**src/rtl/bba_ram.sv**
```systemverilog
// generic single write port ram with registered read
`default_nettype none
module bba_ram #(
   parameter int Width = 2,
   parameter int Depth = 2048
) (
   input wire logic clock,
   input wire logic wr_en,
   input wire logic [$clog2(Depth)-1:0] wr_addr,
   input wire logic [Width-1:0] wr_data,
   input wire logic [$clog2(Depth)-1:0] rd_addr,
   output logic [Width-1:0] rd_data
);
   logic [Width-1:0] mem [Depth];

   always_ff @(posedge clock) begin
      if (wr_en) begin
         mem[wr_addr] <= wr_data;
      end
      rd_data <= mem[rd_addr];
   end
endmodule
`default_nettype wire

```
**config.mk**
```make
export PLATFORM = sky130hd
export DESIGN_NAME = bba_ram
export DESIGN_NICKNAME = d
export VERILOG_FILES = /design/src/rtl/bba_ram.sv
export SDC_FILE = /design/constraint.sdc
export NUM_CORES = 2
export LEC_CHECK = 0
export BUFFER_PORTS_ARGS = -buffer_cell sky130_fd_sc_hd__clkbuf_2
export CAP_MARGIN = 25
export CELL_PAD_IN_SITES_DETAIL_PLACEMENT = 0
export CELL_PAD_IN_SITES_GLOBAL_PLACEMENT = 1
export CORE_UTILIZATION = 50
export CTS_CLUSTER_DIAMETER = 50
export CTS_CLUSTER_SIZE = 24
export DETAILED_ROUTE_END_ITERATION = 8
export PLACE_DENSITY_LB_ADDON = 0.1
export SYNTH_ARGS = -nofsm -noshare
export SYNTH_HDL_FRONTEND = slang
export SYNTH_SLANG_ARGS = --single-unit
```
**constraint.sdc**
```tcl
create_clock -name clock -period 7.09 [get_ports clock]
set_input_delay 1.418 -clock clock [delete_from_list [all_inputs] [get_ports clock]]
set_output_delay 1.418 -clock clock [all_outputs]
set_load 0.1 [all_outputs]
```
==> impl_metrics.tcl <==
set metrics [dict create \
    status "finished, final reports clean" \
    layout_common_cells "edfxtp_1 (4096), nor2_1 (2178), mux2i_1 (796)" \
    clkLatencyLatePin_ns 0.98 \
    rows 212 \
    cts_buffers 434 \
    syn_area_um2 168800 \
    setup_viol 0 \
    postRouteAntennaNets 0 \
    final_common_cell "edfxtp_1" \
    critPathMaxFanout 50 \
    arrival_ns 6.10 \
    crit_slowest_cell "o41ai_1" \
    crit_buf_inv 2 \
    slowest_delay_ns 0.78 \
    worstHoldStart "wr_data[1]" \
    drv_slew 0 \
    io_pins 28 \
    fin_cells 15100 \
    cts_root_buffer "clkbuf_16" \
    cts_sinks 4098 \
    h-tree-depth 5 \
    cts_max_path_buffers 4 \
    dr.first_iter.drc_count 13550 \
    drc 0 \
    p_leak_nw 59.13 \
    dp_hpwl_um 309400 \
    grt_pass1_vias 96780 \
    power_density_nw_per_um2 278.0 \
    hold_viol_final 0 \
    synthFlopType "edfxtp_1" \
    core_um2 334800 \
    synth_nets 10200 \
    total_power_mw 52.83 \
    ys_seq_area_share_pct 72.89 \
    ir_drop_mv 0.2380 \
    wl_per_cell_um 34.81 \
    die_y_um 583.0 \
    hold_end "mem[286][1]$_DFFE_PP_" \
    worstHoldPathCells 1 \
    r2r_slack_ns 3.26 \
    cts_tree "built" \
    cp-end-kind "flip-flop" \
    layout_worst_path_cycle_share_pct 73.01 \
    max_freq_mhz 193.2 \
    cts_setup_buffers 0 \
    fp.dieArea_um2 339900 \
    whs_ns 0.8999 \
    nFillCells 25870 \
    rr_worst_depth 8 \
    syn_area_per_cell_um2 16.59 \
    holdBufCountCts 0 \
    grt_max_degree 219 \
    synth.top_cell.area_share_pct 72.87 \
    clkTransAtPathRegs_ns 0.06 \
    synth_area_leader_cell "edfxtp_1" \
    worstReg2RegStart "mem[1083][0]$_DFFE_PP_" \
    gp_congestion 0.8562 \
    ys_types 81 \
    start_kind "input pin" \
    crit_family "compound AO/OA/AOI/OAI gates" \
    synthTopCellsByArea "edfxtp_1 (73%), mux4_2 (8.2%), nor2_1 (4.9%), mux2i_1 (4.7%), o221ai_1 (1.3%)" \
    drive_gt1_share_pct 18.29 \
    vias 97200 \
    die_width_um 583.0 \
    skew_ns 0.05241 \
    syn_inst 10170 \
    routed_wl_um 525500 \
    antenna_found_initial 61 \
    port_buffers 27 \
    dr.pass1.iters 7 \
    worst_pin_slew_ns 1.326 \
    grt_pass1_wl_um 734600 \
    utilization_pct 56.77 \
    path_cells "buf_8 > nand2b_4 > buf_12 > o221ai_1 > o22ai_1 > a32oi_1 > and3_1 > nand4_1 > o41ai_1 > or3_1" \
    synth-edff-count 4096 \
    path_class "in -> reg" \
    ys.warnings.count 0 \
    cp.required_ns 8.01 \
    r2r-end "rd_data[0]$_DFF_P_" \
    nNetsFinal 10220 \
    detail_route.vias_per_cell 6.439 \
    dp_cells 14250 \
    start_util_pct 50.42 \
    rsz0062_at_grt "no" \
    overflow 0 \
    synth-async-reset-ratio_pct 0 \
    cts_resized 0 \
    syn_to_final_growth_pct 12.59 \
    drv_cap 0 \
    tns_ns 0 \
    hp-class "in -> reg" \
    grt_usage_pct 30.73 \
    slew_headroom_pct 11.63 \
    fin_crit_ns 5.176 \
    ys_seq_elements 4098 \
]
final cells by class:
cell class / count / area [um^2] / area share, %
Sequential cell: 4098 / 123000 / 64.74
Multi-Input combinational cell: 5219 / 41300 / 21.73
Clock buffer: 455 / 11110 / 5.846
Tap cell: 4494 / 5623 / 2.959
Timing Repair Buffer: 440 / 4918 / 2.588
Clock inverter: 356 / 3946 / 2.077
Antenna cell: 30 / 75.07 / 0.03950
Inverter: 4 / 27.53 / 0.01448
synth_stat cells (all sizes together) (4+ instances only):
library cell and number:
edfxtp 4096, nor3b 10, a211o 9, or4 11, o31ai 15, and3 11
a211oi 63, a22oi 8, a2111oi 28, o22a 5, nand2b 6, buf 388
o32ai 10, and3b 7, clkbuf 464, nor3 164, a311oi 6, nand4 26
o221ai 254, mux4 639, or2 4, mux2 22, nor2 2181, a31oi 19
nand3 81, o211ai 8, a21oi 149, a41o 4, o22ai 178, o21a 4
nor4 61, o21ai 123, mux2i 798, nand2 230, nor2b 12, o311ai 8
and2 20, or3 11
flip-flops by register name (all words and copies together) (netlist names):
signal,count
mem,4096
rd_data,2
worst max path at each step:
stage,from,depth (start not counted),endpoint,slack [ns]
final,rd_addr[1],10,rd_data[0]$_DFF_P_,1.91
after global placement,rd_addr[3],10,rd_data[1]$_DFF_P_,0.55
after floorplan,rd_addr[1],11,rd_data[0]$_DFF_P_,3.33
after CTS,rd_addr[6],10,rd_data[0]$_DFF_P_,1.86
after detailed placement,rd_addr[6],10,rd_data[0]$_DFF_P_,0.82
after global routing,rd_addr[1],13,rd_data[0]$_DFF_P_,1.84
worst reg2reg max path: stages, from the launching register on:
cell      delay (ns)
edfxtp_1        0.32
mux2i_1         0.10
o221ai_1        0.50
o22ai_1         0.40
a32oi_1         0.62
and3_1          0.30
nand4_1         0.57
o41ai_1         0.79
or3_1           0.18
layer usage:
metal / vias up / share of wire (%) / global-route usage, %
li1: 39990 / - / -
met1: 51250 / 40 / 43.96
met2: 5139 / 47 / 48.55
met3: 811 / 9.7 / 5.508
met4: 10 / 2.9 / 9.030
met5: - / 0.012 / 0
cell families (layout without fill, tap and decap cells):
kind of cell	after synthesis	after routing	share of synthesized area, %
other cells	0	30	0
flops	4098	4098	72.89
mux	1459	1459	13.46
simple gates	2850	2850	6.869
buf+inv	857	1255	2.996
compound gates	910	910	3.776
stage by stage:
| stage | cell area (um^2) | setup slack (ns) |
|---|---|---|
| after floorplan | 168800 | 3.330 |
| after global placement | 173900 | 0.5457 |
| after detailed placement | 174800 | 0.8171 |
| after CTS | 189800 | 1.857 |
| after global routing | 190000 | 1.844 |
| final | 190000 | 1.914 |
power by group:
group          leakage [nW]  switching [mW]  internal (mW)  total, mW
combinational          15.1            1.78          0.783       2.56
clock                  7.23            10.7           12.9       23.6
sequential             36.8         0.00893           26.6       26.7
Power figures use the tool's default switching activity.
