[src/rtl/bba_pkg.sv]
// shared types, codes and helper functions of the buddy block allocator
`default_nettype none
package bba_pkg;

   localparam int MaxOrder = 10;
   localparam int IdxBits = MaxOrder + 1;
   localparam int TreeSlots = 1 << IdxBits;

   typedef logic [IdxBits-1:0] idx_type;
   typedef logic [IdxBits:0] scan_type;
   typedef logic [MaxOrder-1:0] addr_type;
   typedef logic [3:0] order_type;
   typedef logic [10:0] size_type;
   typedef logic [10:0] count_type;
   typedef logic [15:0] denied_type;

   typedef enum logic [1:0] {
      NODE_ABSENT = 2'd0,
      NODE_FREE = 2'd1,
      NODE_USED = 2'd2,
      NODE_SPLIT = 2'd3
   } node_type;

   typedef enum logic [1:0] {
      STAT_OK = 2'd0,
      STAT_DENIED = 2'd1,
      STAT_BAD_FREE = 2'd2
   } status_type;

   typedef enum logic [3:0] {
      ST_CLEAR,
      ST_IDLE,
      ST_SCAN_EQ,
      ST_SCAN_UP,
      ST_SPLIT,
      ST_SPLIT_R,
      ST_WALK_RD,
      ST_WALK_CK,
      ST_MERGE_RD,
      ST_MERGE_CK,
      ST_MERGE_B,
      ST_MERGE_C,
      ST_DONE
   } state_type;

   typedef struct packed {
      logic [1:0] status;
      addr_type block_address;
      order_type block_order;
      count_type live_allocations;
      denied_type denied_count;
   } res_type;

   typedef struct packed {
      logic valid;
      order_type data;
   } cfg_wr_type;

   typedef struct packed {
      logic wr_en;
      idx_type wr_addr;
      logic [1:0] wr_data;
      idx_type rd_addr;
   } ram_ctl_type;

   function automatic order_type depth_of(idx_type idx);
      order_type r;
      r = '0;
      for (int b = 0; b < IdxBits; b++) begin
         if (idx[b]) begin
            r = order_type'(b);
         end
      end
      return r;
   endfunction

   function automatic addr_type node_addr(idx_type idx, order_type dep, order_type po);
      idx_type off;
      idx_type sh;
      off = idx - (idx_type'(1) << dep);
      sh = off << (po - dep);
      return addr_type'(sh);
   endfunction

   function automatic order_type ceil_log2(size_type size);
      size_type m;
      order_type r;
      m = size - size_type'(1);
      r = '0;
      for (int b = 0; b < 11; b++) begin
         if (m[b]) begin
            r = order_type'(b + 1);
         end
      end
      return r;
   endfunction

   function automatic order_type clamp_order(order_type v);
      order_type r;
      r = v;
      if (v < order_type'(1)) begin
         r = order_type'(1);
      end
      if (v > order_type'(MaxOrder)) begin
         r = order_type'(MaxOrder);
      end
      return r;
   endfunction

endpackage
`default_nettype wire

[src/rtl/bba_engine.sv]
// sequencer that searches, splits and merges the buddy tree held in ram
`default_nettype none
module bba_engine import bba_pkg::*; (
   input wire logic clock,
   input wire logic reset,
   input wire cfg_wr_type cfg,
   input wire logic req_valid,
   output logic req_ready,
   input wire logic req_mode,
   input wire size_type req_size,
   input wire addr_type req_addr,
   output logic res_valid,
   input wire logic res_take,
   output res_type res,
   output ram_ctl_type ram,
   input wire logic [1:0] ram_rd_data
);
   state_type state_ff, state_in;
   order_type po_ff, po_in;
   scan_type clr_ff, clr_in;
   idx_type cur_ff, cur_in;
   order_type dep_ff, dep_in;
   order_type want_ff, want_in;
   order_type k_ff, k_in;
   scan_type scan_ff, scan_in;
   scan_type end_ff, end_in;
   logic chk_vld_ff, chk_vld_in;
   idx_type chk_idx_ff, chk_idx_in;
   logic best_vld_ff, best_vld_in;
   addr_type best_addr_ff, best_addr_in;
   idx_type best_idx_ff, best_idx_in;
   order_type best_dep_ff, best_dep_in;
   addr_type faddr_ff, faddr_in;
   count_type live_ff, live_in;
   denied_type den_ff, den_in;
   status_type rstat_ff, rstat_in;
   addr_type raddr_ff, raddr_in;
   order_type rord_ff, rord_in;

   node_type rd_node;
   logic deny;
   addr_type cand_addr;
   addr_type sh_addr;

   assign rd_node = node_type'(ram_rd_data);

   always_ff @(posedge clock) begin
      if (reset) begin
         state_ff <= ST_CLEAR;
         po_ff <= order_type'(MaxOrder);
         clr_ff <= '0;
         live_ff <= '0;
         den_ff <= '0;
         chk_vld_ff <= 1'b0;
         best_vld_ff <= 1'b0;
      end else begin
         state_ff <= state_in;
         po_ff <= po_in;
         clr_ff <= clr_in;
         live_ff <= live_in;
         den_ff <= den_in;
         chk_vld_ff <= chk_vld_in;
         best_vld_ff <= best_vld_in;
      end
   end

   always_ff @(posedge clock) begin
      cur_ff <= cur_in;
      dep_ff <= dep_in;
      want_ff <= want_in;
      k_ff <= k_in;
      scan_ff <= scan_in;
      end_ff <= end_in;
      chk_idx_ff <= chk_idx_in;
      best_addr_ff <= best_addr_in;
      best_idx_ff <= best_idx_in;
      best_dep_ff <= best_dep_in;
      faddr_ff <= faddr_in;
      rstat_ff <= rstat_in;
      raddr_ff <= raddr_in;
      rord_ff <= rord_in;
   end

   always_comb begin
      state_in = state_ff;
      po_in = po_ff;
      clr_in = clr_ff;
      cur_in = cur_ff;
      dep_in = dep_ff;
      want_in = want_ff;
      k_in = k_ff;
      scan_in = scan_ff;
      end_in = end_ff;
      chk_vld_in = chk_vld_ff;
      chk_idx_in = chk_idx_ff;
      best_vld_in = best_vld_ff;
      best_addr_in = best_addr_ff;
      best_idx_in = best_idx_ff;
      best_dep_in = best_dep_ff;
      faddr_in = faddr_ff;
      live_in = live_ff;
      den_in = den_ff;
      rstat_in = rstat_ff;
      raddr_in = raddr_ff;
      rord_in = rord_ff;
      req_ready = 1'b0;
      res_valid = 1'b0;
      deny = 1'b0;
      ram = '0;
      cand_addr = node_addr(chk_idx_ff, depth_of(chk_idx_ff), po_ff);
      sh_addr = faddr_ff >> (po_ff - dep_ff - order_type'(1));

      unique case (state_ff)
         ST_CLEAR: begin
            ram.wr_en = 1'b1;
            ram.wr_addr = clr_ff[IdxBits-1:0];
            ram.wr_data = (clr_ff == scan_type'(1)) ? NODE_FREE : NODE_ABSENT;
            clr_in = clr_ff + scan_type'(1);
            if (clr_ff == scan_type'(TreeSlots - 1)) begin
               state_in = ST_IDLE;
            end
         end
         ST_IDLE: begin
            req_ready = 1'b1;
            if (req_valid) begin
               if (!req_mode) begin
                  if (req_size == '0 || req_size > (size_type'(1) << po_ff)) begin
                     deny = 1'b1;
                  end else begin
                     k_in = ceil_log2(req_size);
                     want_in = po_ff - ceil_log2(req_size);
                     scan_in = scan_type'(1) << (po_ff - ceil_log2(req_size));
                     end_in = (scan_type'(2) << (po_ff - ceil_log2(req_size)))
                              - scan_type'(1);
                     chk_vld_in = 1'b0;
                     state_in = ST_SCAN_EQ;
                  end
               end else begin
                  faddr_in = req_addr;
                  if ({1'b0, req_addr} >= (size_type'(1) << po_ff)) begin
                     rstat_in = STAT_BAD_FREE;
                     raddr_in = '0;
                     rord_in = '0;
                     state_in = ST_DONE;
                  end else begin
                     cur_in = idx_type'(1);
                     dep_in = '0;
                     state_in = ST_WALK_RD;
                  end
               end
            end
         end
         ST_SCAN_EQ: begin
            ram.rd_addr = scan_ff[IdxBits-1:0];
            chk_vld_in = (scan_ff <= end_ff);
            chk_idx_in = scan_ff[IdxBits-1:0];
            if (scan_ff <= end_ff) begin
               scan_in = scan_ff + scan_type'(1);
            end
            if (chk_vld_ff && rd_node == NODE_FREE) begin
               cur_in = chk_idx_ff;
               dep_in = want_ff;
               chk_vld_in = 1'b0;
               state_in = ST_SPLIT;
            end else if (!chk_vld_ff && scan_ff > end_ff) begin
               if (want_ff == '0) begin
                  deny = 1'b1;
               end else begin
                  scan_in = scan_type'(1);
                  end_in = (scan_type'(1) << want_ff) - scan_type'(1);
                  best_vld_in = 1'b0;
                  chk_vld_in = 1'b0;
                  state_in = ST_SCAN_UP;
               end
            end
         end
         ST_SCAN_UP: begin
            ram.rd_addr = scan_ff[IdxBits-1:0];
            chk_vld_in = (scan_ff <= end_ff);
            chk_idx_in = scan_ff[IdxBits-1:0];
            if (scan_ff <= end_ff) begin
               scan_in = scan_ff + scan_type'(1);
            end
            if (chk_vld_ff && rd_node == NODE_FREE) begin
               if (!best_vld_ff || cand_addr < best_addr_ff) begin
                  best_vld_in = 1'b1;
                  best_addr_in = cand_addr;
                  best_idx_in = chk_idx_ff;
                  best_dep_in = depth_of(chk_idx_ff);
               end
            end else if (!chk_vld_ff && scan_ff > end_ff) begin
               chk_vld_in = 1'b0;
               if (best_vld_ff) begin
                  cur_in = best_idx_ff;
                  dep_in = best_dep_ff;
                  state_in = ST_SPLIT;
               end else begin
                  deny = 1'b1;
               end
            end
         end
         ST_SPLIT: begin
            ram.wr_en = 1'b1;
            ram.wr_addr = cur_ff;
            if (dep_ff < want_ff) begin
               ram.wr_data = NODE_SPLIT;
               state_in = ST_SPLIT_R;
            end else begin
               ram.wr_data = NODE_USED;
               live_in = live_ff + count_type'(1);
               rstat_in = STAT_OK;
               raddr_in = node_addr(cur_ff, dep_ff, po_ff);
               rord_in = k_ff;
               state_in = ST_DONE;
            end
         end
         ST_SPLIT_R: begin
            ram.wr_en = 1'b1;
            ram.wr_addr = {cur_ff[IdxBits-2:0], 1'b1};
            ram.wr_data = NODE_FREE;
            cur_in = {cur_ff[IdxBits-2:0], 1'b0};
            dep_in = dep_ff + order_type'(1);
            state_in = ST_SPLIT;
         end
         ST_WALK_RD: begin
            ram.rd_addr = cur_ff;
            state_in = ST_WALK_CK;
         end
         ST_WALK_CK: begin
            if (rd_node == NODE_SPLIT && dep_ff < po_ff) begin
               cur_in = {cur_ff[IdxBits-2:0], sh_addr[0]};
               dep_in = dep_ff + order_type'(1);
               state_in = ST_WALK_RD;
            end else if (rd_node != NODE_USED || node_addr(cur_ff, dep_ff, po_ff) != faddr_ff)
            begin
               rstat_in = STAT_BAD_FREE;
               raddr_in = '0;
               rord_in = '0;
               state_in = ST_DONE;
            end else begin
               ram.wr_en = 1'b1;
               ram.wr_addr = cur_ff;
               ram.wr_data = NODE_FREE;
               if (live_ff != '0) begin
                  live_in = live_ff - count_type'(1);
               end
               rstat_in = STAT_OK;
               raddr_in = faddr_ff;
               rord_in = po_ff - dep_ff;
               state_in = ST_MERGE_RD;
            end
         end
         ST_MERGE_RD: begin
            ram.rd_addr = cur_ff ^ idx_type'(1);
            state_in = (cur_ff > idx_type'(1)) ? ST_MERGE_CK : ST_DONE;
         end
         ST_MERGE_CK: begin
            if (rd_node == NODE_FREE) begin
               ram.wr_en = 1'b1;
               ram.wr_addr = cur_ff;
               ram.wr_data = NODE_ABSENT;
               state_in = ST_MERGE_B;
            end else begin
               state_in = ST_DONE;
            end
         end
         ST_MERGE_B: begin
            ram.wr_en = 1'b1;
            ram.wr_addr = cur_ff ^ idx_type'(1);
            ram.wr_data = NODE_ABSENT;
            state_in = ST_MERGE_C;
         end
         ST_MERGE_C: begin
            ram.wr_en = 1'b1;
            ram.wr_addr = cur_ff >> 1;
            ram.wr_data = NODE_FREE;
            cur_in = cur_ff >> 1;
            state_in = ST_MERGE_RD;
         end
         ST_DONE: begin
            res_valid = 1'b1;
            if (res_take) begin
               state_in = ST_IDLE;
            end
         end
         default: begin
            state_in = ST_CLEAR;
            clr_in = '0;
         end
      endcase

      if (deny) begin
         if (den_ff != 16'hFFFF) begin
            den_in = den_ff + denied_type'(1);
         end
         rstat_in = STAT_DENIED;
         raddr_in = '0;
         rord_in = '0;
         state_in = ST_DONE;
      end

      if (cfg.valid) begin
         po_in = clamp_order(cfg.data);
         live_in = '0;
         clr_in = '0;
         state_in = ST_CLEAR;
      end
   end

   assign res.status = rstat_ff;
   assign res.block_address = raddr_ff;
   assign res.block_order = rord_ff;
   assign res.live_allocations = live_ff;
   assign res.denied_count = den_ff;

   a_live_bound: assert property (@(posedge clock) disable iff (reset)
      live_ff <= count_type'(1024))
      else $error("live allocation count beyond pool");
   a_denied_mono: assert property (@(posedge clock) disable iff (reset)
      !$past(reset) |-> den_ff >= $past(den_ff))
      else $error("denied count went down");
   a_cfg_clear: assert property (@(posedge clock) disable iff (reset)
      cfg.valid |=> state_ff == ST_CLEAR && clr_ff == '0 && live_ff == '0)
      else $error("pool not rebuilt after config write");
   a_no_slot0: assert property (@(posedge clock) disable iff (reset)
      (ram.wr_en && state_ff != ST_CLEAR) |-> ram.wr_addr != '0)
      else $error("tree write to unused slot");
   a_order_bound: assert property (@(posedge clock) disable iff (reset)
      res_valid |-> rord_ff <= po_ff)
      else $error("block order beyond pool order");
endmodule
`default_nettype wire

[config.mk]
export PLATFORM = sky130hd
export DESIGN_NAME = bba_engine
export DESIGN_NICKNAME = d
export VERILOG_FILES = /design/src/rtl/bba_pkg.sv /design/src/rtl/bba_engine.sv
export SDC_FILE = /design/constraint.sdc
export NUM_CORES = 1
export LEC_CHECK = 0
export BUFFER_PORTS_ARGS = -buffer_cell sky130_fd_sc_hd__buf_4
export CELL_PAD_IN_SITES_DETAIL_PLACEMENT = 2
export CELL_PAD_IN_SITES_GLOBAL_PLACEMENT = 2
export CORE_MARGIN = 3
export CORE_UTILIZATION = 37
export CTS_BUF_LIST = sky130_fd_sc_hd__clkbuf_8
export CTS_CLUSTER_DIAMETER = 30
export DETAILED_ROUTE_END_ITERATION = 8
export GPL_TIMING_DRIVEN = 1
export HOLD_SLACK_MARGIN = 0.05
export PLACE_DENSITY_LB_ADDON = 0.12
export SYNTH_ARGS = -nofsm -noshare
export SYNTH_HDL_FRONTEND = slang
export SYNTH_SLANG_ARGS = --single-unit
[constraint.sdc]
create_clock -name clock -period 8.95 [get_ports clock]
set_input_delay 1.79 -clock clock [delete_from_list [all_inputs] [get_ports clock]]
set_output_delay 1.79 -clock clock [all_outputs]
set_load 0.01 [all_outputs]
==> results.py <==
metrics = {
    "logic_synthesis": {
        "yosysWarnings": 0,
        "synthArstFlopShare_pct": 0,
        "synth_cell_types": 90,
        "synth_edf_count": 93,
        "ys.flop_type": "edfxtp_1",
        "synth_cells": 1458,
        "avgSynthCellArea_sq_um": 8.50,
        "ys_seq_area_share_pct": 33.1,
        "synth_seq_cells": 158,
        "synth_area_sq_um": 12400,
        "synth_nets": 1593,
    },
    "sta": {
        "relSlewSlack_pct": 20.0,
        "worst_slack_ps": 591,
        "skew_ps": 23.2,
        "fmax_ghz": 0.120,
        "setup_viol": 0,
        "rsz0062_at_grt": "false",
        "drv_slew": 0,
        "tns_ps": 0,
        "tightestPinTransition_ps": 1200,
        "min_period_ps": 8360,
        "hold_violations": 0,
        "period_share_pct": 93.4,
    },
    "layout": {
        "syn_to_final_growth_pct": 12.6,
        "drive_gt1_share_pct": 11.5,
        "nNetsFinal": 1666,
        "design_area_sq_um": 13900,
        "diodes": 0,
    },
    "clock_network": {
        "postCtsSetupRepairBufs": 0,
        "cts_tree": "yes",
        "clock_latency_ps": 530,
        "clkSlewWorstSetupHoldPaths_ps": 90,
        "cts_root_buf": "clkbuf_8",
        "h-tree-depth": 4,
        "clock_path_buffers": 2,
        "cts_made_buffers": 17,
        "clock_sinks": 158,
        "cts_hold_buf": 0,
        "ctsResizeCount": 0,
    },
    "drt": {
        "routed_wl_um": 47100,
        "post_drt_wl_per_cell_um": 23.7,
        "num_vias": 11972,
        "wl_met1_um": 21200,
        "via_per_inst": 6.03,
        "drc_errors": 0,
        "met3WireLength_um": 1620,
        "dr.max_layer_used": "met5",
        "wl_met2_um": 22900,
        "ant_nets": 0,
        "first_iter_violations": 867,
        "dr.pass1.iters": 5,
    },
    "setup_path": {
        "required_ps": 7160,
        "setup.worst_path.start_class": "flip-flop",
        "crit_type": "flip-flop to output port",
        "end_kind": "output port",
        "cp_common_cell": "inv_1",
        "cpMaxStageDelayCell": "fa_1",
        "cp_max_fo": 21,
        "crit_chain": "inv_1, ha_1, inv_1, fa_1, nor2b_1, a211oi_1, o311ai_1, a221o_1, nor4_1, nand4_1, nor4_4, nor2_1, o21ai_0, buf_4",
        "critPathMaxStageDelay_ps": 940,
        "cp.arrival_ps": 6570,
    },
    "die": {
        "core_area_sq_um": 32800,
        "start_util_pct": 37.8,
        "die_x_um": 189,
        "ios": 103,
        "die_area_sq_um": 35700,
        "fp-row-count": 66,
        "die_y_um": 189,
    },
    "worst_hold_path": {
        "hold_path.class": "flip-flop to flip-flop",
    },
    "global_route": {
        "grt_max_degree": 28,
        "grtUsageTotal_pct": 26.3,
        "grt_pass1_wl_um": 74000,
        "gr-total-overflow": 0,
        "antenna_found_initial": 1,
        "grt_pass1_vias": 12751,
    },
    "power_and_ir_drop": {
        "powerDensity_nw_per_um2": 140,
        "p_leak_nw": 5.48,
        "vdd_drop_max_mv": 0.0984,
    },
    "placement": {
        "finalWeightedCongestion": 0.874,
        "port_buffers": 102,
        "place_area_sq_um": 13600,
        "post-place-ws_ps": 1390,
        "dp_hpwl_um": 36600,
    },
    "run": {
        "maxCapViolations": 0,
    },
    "outcome": {
        "run_status": "completed",
    },
}
==> state kept, by name, indices dropped and copies added (netlist names), 10 cells and up <==
register	flops
den_ff	16
raddr_ff	10
cur_ff	11
live_ff	11
chk_idx_ff	11
end_ff	12
scan_ff	12
best_idx_ff	11
clr_ff	12
faddr_ff	10
best_addr_ff	10
==> worst max-delay path, delay by kind of cell, from the launching register on <==
| kind | cells | cell delay, ps |
|---|---|---|
| fa+ha+maj | 2 | 1130 |
| compound gates | 4 | 1900 |
| buf+inv | 3 | 520 |
| simple gates | 5 | 2110 |
| flops | 1 | 390 |
==> placed cells by master, fill, tap and decap left out, drive strengths merged, types with 40 or more instances in the layout <==
| cell | n |
|---|---|
| a21oi | 67 |
| buf | 113 |
| dfxtp | 65 |
| edfxtp | 93 |
| ha | 96 |
| inv | 93 |
| nand2 | 151 |
| nand3 | 60 |
| nor2 | 135 |
| nor3 | 40 |
| o21ai | 82 |
| xnor2 | 40 |
==> stage by stage <==
stage	power (W)	util (%)	hold slack (ps)	instances
floorplan	0.00118	-	408	1458
detailed placement	0.00140	41.4	445	1954
global route	0.00204	42.5	483	1986
CTS	0.00196	42.5	467	1986
global placement	0.00138	41.4	440	1954
finish	0.00195	42.5	459	1986
==> final timing paths <==
kind,from,end,slack (ps),cells after the start
hold reg to reg,raddr_ff[6],raddr_ff[6],460,2
setup reg to reg,chk_idx_ff[3],best_idx_ff[10],2910,29
setup / recovery,po_ff[0],ram[22],590,14
hold / removal,raddr_ff[6],raddr_ff[6],460,2
==> synthesized netlist by cell type (16+ instances only) <==
cell type | count | share of area (%)
nor2b_1 | 27 | 1.4
edfxtp_1 | 93 | 23
xor2_1 | 35 | 2.5
o31ai_1 | 16 | 0.97
mux2i_1 | 18 | 1.5
a21o_1 | 23 | 1.4
clkbuf_1 | 46 | 1.4
a31oi_1 | 16 | 0.81
dfxtp_1 | 65 | 11
o22ai_1 | 18 | 0.91
nand4_1 | 33 | 1.7
nor3_1 | 40 | 1.6
a22oi_1 | 31 | 1.9
xnor2_1 | 38 | 2.7
nand2_1 | 151 | 4.6
nor4_1 | 24 | 1.2
a21oi_1 | 66 | 2.7
nor2_1 | 135 | 4.1
inv_1 | 83 | 2.5
nand3_1 | 60 | 2.4
nand2b_1 | 17 | 0.86
ha_1 | 96 | 9.7
o21ai_0 | 79 | 3.2
==> cell families (layout without fill, tap and decap cells) <==
| family | count (synthesis) | in the layout | share of synthesized area [%] |
|---|---|---|---|
| flops | 158 | 158 | 33.1 |
| buf+inv | 144 | 230 | 4.54 |
| mux | 26 | 26 | 2.36 |
| simple gates | 572 | 572 | 22.8 |
| fa+ha+maj | 102 | 102 | 10.7 |
| xor+xnor | 76 | 76 | 5.56 |
| compound gates | 380 | 380 | 21.0 |
==> layer usage <==
layer / global-route usage, % / up-vias
met2: 45.1 / 238
met5: 0 / -
li1: - / 5574
met1: 34.0 / 6074
met4: 8.36 / 2
met3: 3.89 / 84
==> power breakdown <==
part           total, W  internal (W)  switching (W)  leakage, nW
registers      0.000862      0.000818      0.0000433         1.36
logic          0.000524      0.000207       0.000317         3.94
clock network  0.000561      0.000228       0.000333        0.189
==> area by class of cell <==
class	count	area, sq um
clock inverter	15	148
timing repair buffer	113	848
multi-input combinational	1156	7750
inverter	85	319
sequential	158	4090
clock buffer	17	234
fill	3746	18800
tap	442	553
Power figures use the tool's default switching activity.
